<file path="config.mk">
export PLATFORM = sky130hd
export DESIGN_NAME = fixed_width_decimal_digit_placer
export DESIGN_NICKNAME = d
export VERILOG_FILES = /design/src/rtl/core/fwdp_pkg.sv /design/src/rtl/core/fixed_width_decimal_digit_placer.sv /design/src/rtl/core/fwdp_dabble_step.sv
export SDC_FILE = /design/constraint.sdc
export NUM_CORES = 1
export LEC_CHECK = 0
export BUFFER_PORTS_ARGS = -buffer_cell sky130_fd_sc_hd__buf_2
export CAP_MARGIN = 15
export CORE_ASPECT_RATIO = 1.25
export CORE_MARGIN = 4
export CORE_UTILIZATION = 50
export DETAILED_ROUTE_END_ITERATION = 10
export PLACE_DENSITY = 0.8
export SETUP_SLACK_MARGIN = 0.1
export SYNTH_ARGS = -nofsm -noshare
export SYNTH_HDL_FRONTEND = slang
export SYNTH_SLANG_ARGS = --single-unit
</file>
<file path="constraint.sdc">
create_clock -name clk -period 4.4 [get_ports clk]
set_clock_uncertainty 0.15 [all_clocks]
set_input_delay 0.88 -clock clk [delete_from_list [all_inputs] [get_ports clk]]
set_output_delay 0.88 -clock clk [all_outputs]
set_load 0.03 [all_outputs]
</file>
<file path="src/rtl/core/fwdp_pkg.sv">
// Shared types and constants for the fixed-width decimal digit placer.
package fwdp_pkg;

    localparam int NUM_BITS           = 32;
    localparam int COUNT_WIDTH        = $clog2(NUM_BITS);
    localparam int CELL_WIDTH         = 8;
    localparam int DEFAULT_MAX_DIGITS = 10;

    localparam logic [7:0] COLUMN_LIMIT_RESET = 8'd120;
    localparam logic [1:0] ROW_LIMIT_RESET    = 2'd3;

    typedef enum logic [1:0] {
        REG_COLUMN_LIMIT = 2'd0,
        REG_ROW_LIMIT    = 2'd1
    } reg_index_t;

    typedef enum logic [1:0] {
        S_IDLE,
        S_CONV,
        S_EMIT,
        S_ERR
    } state_t;

endpackage

</file>
<file path="src/rtl/core/fixed_width_decimal_digit_placer.sv">
// Top level: range check, iterative binary to BCD conversion and digit emission.
// An accepted word is range checked at once; a rejected word yields one error word
// on the next cycle. A good word is shifted through the shared shift-and-add-3 unit
// (one number bit per cycle), then emits one word per digit, most significant first,
// one per cycle while the output is taken. The input is not ready until the last
// output word of a word is taken.
module fixed_width_decimal_digit_placer
    import fwdp_pkg::*;
#(
    parameter int MAX_DIGITS = DEFAULT_MAX_DIGITS
)
(
    input  logic        clk,
    input  logic        rst_n,
    input  logic        cfg_we,
    input  logic [1:0]  cfg_index,
    input  logic [7:0]  cfg_data,
    input  logic        s_axis_tvalid,
    output logic        s_axis_tready,
    // start_column[7:0], text_row[15:8], number[47:16], digit_count[55:48]
    input  logic [55:0] s_axis_tdata,
    output logic        m_axis_tvalid,
    input  logic        m_axis_tready,
    // digit[3:0], column[11:4], page[14:12], zero pad[15]
    output logic [15:0] m_axis_tdata,
    output logic        m_axis_tlast,
    // range_error[0]
    output logic        m_axis_tuser
);

    localparam int PW = (MAX_DIGITS > 1) ? $clog2(MAX_DIGITS) : 1;
    localparam int BW = 4 * MAX_DIGITS;

    state_t state_reg, state_next;

    logic [7:0]             column_limit_reg;
    logic [1:0]             row_limit_reg;
    logic [NUM_BITS-1:0]    number_reg;
    logic [BW-1:0]          bcd_reg;
    logic [BW-1:0]          bcd_step;
    logic [COUNT_WIDTH-1:0] count_reg;
    logic [PW-1:0]          pos_reg;
    logic [7:0]             column_reg;
    logic [2:0]             page_reg;

    logic [7:0]  in_column;
    logic [7:0]  in_row;
    logic [7:0]  in_count;
    logic [11:0] right_edge;
    logic        bad;
    logic        in_fire;
    logic        out_fire;

    assign in_column = s_axis_tdata[7:0];
    assign in_row    = s_axis_tdata[15:8];
    assign in_count  = s_axis_tdata[55:48];

    assign right_edge = {4'd0, in_column} + {1'b0, in_count, 3'd0};
    assign bad = (in_count == 8'd0) || (in_count > 8'(MAX_DIGITS))
              || (in_row > {6'd0, row_limit_reg})
              || (right_edge > {4'd0, column_limit_reg});

    assign in_fire  = s_axis_tvalid && s_axis_tready;
    assign out_fire = m_axis_tvalid && m_axis_tready;

    fwdp_dabble_step #(
        .DIGITS(MAX_DIGITS)
    ) u_step (
        .bcd      (bcd_reg),
        .bit_in   (number_reg[NUM_BITS-1]),
        .bcd_next (bcd_step)
    );

    // config registers
    always_ff @(posedge clk or negedge rst_n)
    begin
        if (!rst_n)
        begin
            column_limit_reg <= COLUMN_LIMIT_RESET;
            row_limit_reg    <= ROW_LIMIT_RESET;
        end
        else if (cfg_we)
        begin
            unique case (cfg_index)
                REG_COLUMN_LIMIT: column_limit_reg <= cfg_data;
                REG_ROW_LIMIT:    row_limit_reg    <= cfg_data[1:0];
                default:          ;
            endcase
        end
    end

    // next state
    always_comb
    begin
        state_next = state_reg;
        unique case (state_reg)
            S_IDLE:
            begin
                if (in_fire)
                begin
                    state_next = bad ? S_ERR : S_CONV;
                end
            end
            S_CONV:
            begin
                if (count_reg == COUNT_WIDTH'(NUM_BITS - 1))
                begin
                    state_next = S_EMIT;
                end
            end
            S_EMIT:
            begin
                if (out_fire && pos_reg == '0)
                begin
                    state_next = S_IDLE;
                end
            end
            S_ERR:
            begin
                if (out_fire)
                begin
                    state_next = S_IDLE;
                end
            end
            default: state_next = S_IDLE;
        endcase
    end

    // outputs
    always_comb
    begin
        s_axis_tready = 1'b0;
        m_axis_tvalid = 1'b0;
        m_axis_tdata  = '0;
        m_axis_tlast  = 1'b0;
        m_axis_tuser  = 1'b0;
        unique case (state_reg)
            S_IDLE: s_axis_tready = 1'b1;
            S_CONV: ;
            S_EMIT:
            begin
                m_axis_tvalid = 1'b1;
                m_axis_tdata  = {1'b0, page_reg, column_reg, bcd_reg[4*pos_reg +: 4]};
                m_axis_tlast  = (pos_reg == '0);
            end
            S_ERR:
            begin
                m_axis_tvalid = 1'b1;
                m_axis_tlast  = 1'b1;
                m_axis_tuser  = 1'b1;
            end
            default: ;
        endcase
    end

    always_ff @(posedge clk or negedge rst_n)
    begin
        if (!rst_n)
        begin
            state_reg <= S_IDLE;
            count_reg <= '0;
        end
        else
        begin
            state_reg <= state_next;
            if (in_fire)
            begin
                count_reg <= '0;
            end
            else if (state_reg == S_CONV)
            begin
                count_reg <= count_reg + COUNT_WIDTH'(1);
            end
        end
    end

    // datapath
    always_ff @(posedge clk)
    begin
        if (in_fire)
        begin
            number_reg <= s_axis_tdata[47:16];
            bcd_reg    <= '0;
            pos_reg    <= PW'(in_count - 8'd1);
            column_reg <= in_column;
            page_reg   <= {in_row[1:0], 1'b0};
        end
        else if (state_reg == S_CONV)
        begin
            number_reg <= {number_reg[NUM_BITS-2:0], 1'b0};
            bcd_reg    <= bcd_step;
        end
        else if (state_reg == S_EMIT && out_fire)
        begin
            pos_reg    <= pos_reg - PW'(1);
            column_reg <= column_reg + 8'(CELL_WIDTH);
        end
    end

endmodule

</file>
<file path="src/rtl/core/fwdp_dabble_step.sv">
// One shift-and-add-3 step of the binary to BCD conversion.
module fwdp_dabble_step
    import fwdp_pkg::*;
#(
    parameter int DIGITS = DEFAULT_MAX_DIGITS
)
(
    input  logic [4*DIGITS-1:0] bcd,
    input  logic                bit_in,
    output logic [4*DIGITS-1:0] bcd_next
);

    logic [4*DIGITS-1:0] adjusted;

    always_comb
    begin
        for (int d = 0; d < DIGITS; d++)
        begin
            if (bcd[4*d +: 4] >= 4'd5)
            begin
                adjusted[4*d +: 4] = bcd[4*d +: 4] + 4'd3;
            end
            else
            begin
                adjusted[4*d +: 4] = bcd[4*d +: 4];
            end
        end
        // carry out of the top digit is dropped: keeps the value mod 10^DIGITS
        bcd_next = {adjusted[4*DIGITS-2:0], bit_in};
    end

endmodule

</file>
==> results.cfg, run 1 <==
[status]
outcome = complete, no violations

[worst_hold_path]
worst_hold_path_type = primary input to async pin

[routing]
ant_nets = 0
vias_per_cell = 5.519
vias = 4614
drt-initial-drc-count = 251
first_pass_iters = 5
drc = 0
drt-total-wl_um = 12610
avgRoutedWirePerCell_um = 15.08

[sta]
min_period_over_period_pct = 73.87
slew_headroom_pct = 49.83
setup_viol = 0
hold_slack_ns = 0.2934
hold_violations = 0
setup_tns_ns = 0
period_minus_slack_ns = 3.250
setup_ws_ns = 1.150
slew_viol_final = 0
fmax_mhz = 307.7
worst_slew_pin_slew_ns = 0.7525
rsz0062_at_grt = false

[logic_synthesis]
ys_ff_latch = 103
yosys-top-cells-area = edfxtp_1 24%, dfxtp_1 14%, ha_1 8.5%, nand2_1 8.2%, o21ai_0 5.0%
synth_top_flop_cell = edfxtp_1
synth.avg_cell_area_sq_um = 9.254
synthArstFlopShare_pct = 16.50
ys_warn_count = 0
netlist_area_sq_um = 5747
yosysUniqueCellTypes = 49
synth_edf_count = 46
yosys-top-cells-count = 126 x nand2_1, 57 x o21ai_0, 46 x edfxtp_1
synth_top_area_share_pct = 24.04
yosysMostFrequentCell = nand2_1
synth_cells = 621
ys_seq_area_share_pct = 45.50
yosys.area.top_type = edfxtp_1

[power]
combinationalPowerShare_pct = 37.5
fin_total_pwr_mw = 3.949
p_per_area_nw_per_um2 = 603.6
swShare_pct = 39.72
p_leak_nw = 2.832
p_int_mw = 2.381
ir_worst_vdd_v = 0.0004618
power_frac_seq_pct = 43.9
p_clk_share_pct = 18.6
p_sw_mw = 1.569

[die]
start_util_pct = 51.35
die_y_um = 127.9
core_area_sq_um = 11190
die_x_um = 103.9
die_area_sq_um = 13280
ios = 91
rows = 43

[finish]
regArea_sq_um = 2615
largest_reg_flops = 40
multi_input_area_sq_um = 2829
fillers = 946
drive_gt1_share_pct = 18.97
num_antenna_cells = 0
fin_nets = 807
areaGrowthSynthToFinish_pct = 13.85
utilization_pct = 58.46

[placement]
place_ws_ns = 1.227
port_buffers = 88
routabilityCongestion = 0.8845
hpwlAfterDp_um = 9253

[global_route]
overflow = 0
use_met1_pct = 23.04
grt_usage_pct = 19.20
antenna_found_initial = 0
grtUsageMet3_pct = 2.922
grt-busiest-layer = met2
grt_max_degree = 73
first_global_vias = 4542
grt_pass1_wl_um = 20820
use_met2_pct = 35.02

[clock_tree]
ctsHoldBuffers = 0
cts_made_buffers = 9
cts_buffer_depth = 2
htree_levels = 3
clk_latency_ns = 0.35
cts_post_setup_buffers_inserted = 0
ctsRootBufferMaster = clkbuf_16
cts.sinks = 103
cts_tree = yes
ctsResizeCount = 0
clk_pin_slew_ns = 0.07

[worst_setup_path]
crit_path_max_incr_delay_ns = 0.84
path_max_fanout = 14
startpoint_type = flop
crit_path_start = pos_reg[0]$_DFFE_PP_
cp-end-kind = primary output
crit_type = flop to primary output
regToRegStartpoint = state_reg[1]$_DFFE_PN0P_
slowest_stage = edfxtp_1
crit_chain = mux4_2 -> mux2i_1 -> o22ai_1 -> buf_2
arrival_ns = 2.22
cp.required_ns = 3.37

[flow_run]
cap_violations = 0
power by group through the flow:
stage                     Sequential (mW)  Combinational [mW]  Clock [mW]
after floorplan                      1.59                1.21           0
after global placement               1.73                1.39           0
after detailed placement             1.75                1.47           0
after CTS                            1.73                1.48       0.742
after global routing                 1.78                1.67       0.774
final                                1.73                1.48       0.735
metal layers:
metal,wire (um),vias to the layer above
met5,0,-
met4,243,0
met3,568,22
met2,6696,126
met1,5102,2184
li1,-,2282
final timing paths:
| check | endpoint | slack [ns] | cells past startpoint |
|---|---|---|---|
| setup / recovery | m_axis_tdata[2] | 1.15 | 4 |
| hold / removal | column_limit_reg[1]$_DFFE_PN0P_ | 0.29 | 1 |
| setup reg to reg | pos_reg[3]$_DFFE_PP_ | 2.00 | 6 |
| hold reg to reg | bcd_reg[0]$_SDFFE_PP0P_ | 0.32 | 2 |
| max in group asynchronous | column_limit_reg[4]$_DFFE_PN1P_ | 3.49 | 1 |
| min in group clk | bcd_reg[0]$_SDFFE_PP0P_ | 0.32 | 2 |
cell type report:
cell class                 count  area share [%]
clock buffer                  11           3.557
clock inverter                 5          0.5355
inverter                      41           2.391
multi-input combinational    446           43.24
sequential                   103           39.97
tap                          135           2.582
timing repair buffer          95           7.726
metrics by stage:
stage | std cells | cell area (sq um)
3_5_place_dp | 819 | 6255
3_3_place_gp | 819 | 6255
4_1_cts | 835 | 6523
2_1_floorplan | 622 | 5751
5_1_grt | 836 | 6543
6_report | 836 | 6543
logic make-up after synthesis:
kind of cell / count (synthesis) / share of synthesized area, %
AND/OR/NAND/NOR: 233 / 18.42
AO/OA/AOI/OAI: 120 / 11.63
flip-flops: 103 / 45.50
buffers and inverters: 73 / 5.378
adder cells (fa/ha/maj): 40 / 8.840
XOR/XNOR: 27 / 4.115
multiplexers: 24 / 6.053
other: 1 / 0.06525
cell usage in the layout (no fill, tap or decap), types with 2 or more instances in the layout:
cell type	Yosys	layout
a21o_1	2	2
a21oi_1	40	40
and2_1	11	11
and3_1	4	4
buf_2	14	88
buf_4	2	6
clkbuf_1	12	2
clkbuf_16	0	9
clkinvlp_4	0	3
conb_1	1	2
dfrtp_1	11	11
dfstp_2	6	6
dfxtp_1	40	40
edfxtp_1	46	46
ha_1	39	39
inv_1	40	40
mux2_2	3	3
mux2i_1	12	12
mux4_2	8	8
nand2_1	126	126
nand2b_1	14	13
nand3_1	35	35
nand4_1	3	3
nor2_1	26	26
nor2b_1	3	3
nor4_1	2	2
nor4_2	2	2
o21ai_0	57	57
o22ai_1	4	4
o31ai_1	2	2
o32ai_1	9	9
xnor2_1	15	15
xor2_1	12	12
critical path, delay by kind of cell (launching register included):
family / cells / cell delay (ns)
AO/OA/AOI/OAI: 1 / 0.11
buffers and inverters: 1 / 0.19
flip-flops: 1 / 0.84
multiplexers: 2 / 0.73
No activity file was read; power rests on OpenSTA's default activity.
==> inputs of run 2 (changes only) <==
PLACE_DENSITY = 0.83   (was 0.8)
clock period = 2.6 ns   (was 4.4 ns; I/O delays follow)
==> run 2 against run 1 <==
Compared with the run above: the run now ends with negative setup slack left; worst hold slack got worse by 0.087 ns; total power rose by 80%; critical path depth did not move; global-route usage rose by 1.4 points; setup slack got worse by 1.2 ns; wire length rose by 7.9%; largest cell class unchanged; largest power group unchanged; design area rose by 3.3%; final cell count rose by 1.2%; register-to-register slack got worse by 1.5 ns.
==> results.cfg, run 2 (synthesized netlist as in run 1, its figures left out) <==
[status]
outcome = complete, but fails checks
violations = negative setup slack

[worst_setup_path]
r2r_slack_ns = 0.54
startpoint_type = flop
path_max_fanout = 6
critPathBufInv = 1
cp-end-kind = primary output
cp_top_family = multiplexers
crit_type = flop to primary output
cp.required_ns = 1.93
arrival_ns = 1.95
crit_path_max_incr_delay_ns = 0.56
crit_chain = mux4_2 -> mux2i_1 -> o22ai_1 -> buf_4
slowest_stage = mux4_2

[clock_tree]
cts.sinks = 103
clk_pin_slew_ns = 0.08
clk_latency_ns = 0.35
cts_made_buffers = 9
cts_tree = yes
htree_levels = 3
ctsRootBufferMaster = clkbuf_16
cts_buffer_depth = 2

[finish]
fin_nets = 817
areaGrowthSynthToFinish_pct = 17.55
fin_area_sq_um = 6755
largest_reg_flops = 40
final_cell_mix = 126 x nand2_1, 84 x buf_2, 57 x o21ai_0, 46 x edfxtp_1
final_common_cell = nand2_1
drive_gt1_share_pct = 21.24
num_antenna_cells = 0

[power]
p_leak_nw = 2.931
ir_worst_vdd_v = 0.0006219
fin_total_pwr_mw = 7.103
p_per_area_nw_per_um2 = 1051

[sta]
rsz0062_at_grt = true
worst_slew_pin_slew_ns = 0.5126
setup_viol = 1
hold_violations = 0
fmax_mhz = 382.0
slew_viol_final = 0
period_minus_slack_ns = 2.618
min_period_over_period_pct = 100.7
setup_ws_ns = -0.01763
hold_slack_ns = 0.2062
slew_headroom_pct = 65.38

[die]
die_y_um = 127.9
core_area_sq_um = 11190
start_util_pct = 51.35
die_area_sq_um = 13280
rows = 43
die_x_um = 103.9
ios = 91

[placement]
routabilityCongestion = 0.9084
place_ws_ns = -0.1933
port_buffers = 88
hpwlAfterDp_um = 9426
place_area_sq_um = 6340

[routing]
drt-initial-drc-count = 394
vias = 4760
drc = 0
drt-total-wl_um = 13610
vias_per_cell = 5.626
ant_nets = 0
first_pass_iters = 7
avgRoutedWirePerCell_um = 16.09

[flow_run]
cap_violations = 0

[global_route]
first_global_vias = 4834
overflow = 0
grt_usage_pct = 20.63
grt_max_degree = 73
antenna_found_initial = 0
grt_pass1_wl_um = 22540

[worst_hold_path]
worst_hold_path_type = primary input to flop
## run 2: cell type report
cell class,instances,area [sq um]
fillers,878,4436
clock buffers,9,225.2
flip-flops and latches,103,2616
well taps,135,168.9
multi-input cells,446,2873
repair buffers,105,618.1
inverters,41,156.4
clock inverters,7,97.59
## run 2: per-stage QoR
step / std cells / util, % / setup TNS (ns)
2_1_floorplan: 622 / - / 0
3_3_place_gp: 825 / 56.65 / -0.04163
3_5_place_dp: 825 / 56.65 / -0.1933
4_1_cts: 846 / 59.97 / -0.02005
5_1_grt: 846 / 60.36 / -0.2568
6_report: 846 / 60.36 / -0.01763
## run 2: path summary, 6_finish.rpt
| check | from | endpoint | cells after the start |
|---|---|---|---|
| max | pos_reg[1]$_DFFE_PP_ | m_axis_tdata[1] | 4 |
| min | s_axis_tdata[8] | page_reg[1]$_DFFE_PP_ | 1 |
| max reg2reg | state_reg[0]$_DFFE_PN0P_ | pos_reg[3]$_DFFE_PP_ | 6 |
| min reg2reg | number_reg[31]$_DFFE_PP_ | bcd_reg[0]$_SDFFE_PP0P_ | 2 |
| max in group asynchronous | rst_n | row_limit_reg[1]$_DFFE_PN1P_ | 2 |
| min in group asynchronous | rst_n | column_limit_reg[2]$_DFFE_PN0P_ | 2 |
## run 2: what timing repair did
| action | CTS | global route |
|---|---|---|
| pin swaps | 3 | 5 |
| buffers inserted | 4 | 0 |
| setup endpoints to repair | 5 | 6 |
| resized for setup | 4 | 8 |
| hold buffers | 1 | 0 |
| hold endpoints to repair | 11 | 0 |
## run 2: per-layer routing
metal | vias up | wire length [um] | track usage, %
li1 | 2298 | - | -
met1 | 2279 | 5240 | 23.49
met2 | 149 | 7370 | 39.34
met3 | 34 | 672 | 3.526
met4 | 0 | 330 | 6.338
met5 | - | 0 | 0
## run 2: report_power, final
group | internal, mW | switching (mW)
registers | 2.40 | 0.490
logic | 1.09 | 1.67
clock network | 0.779 | 0.676
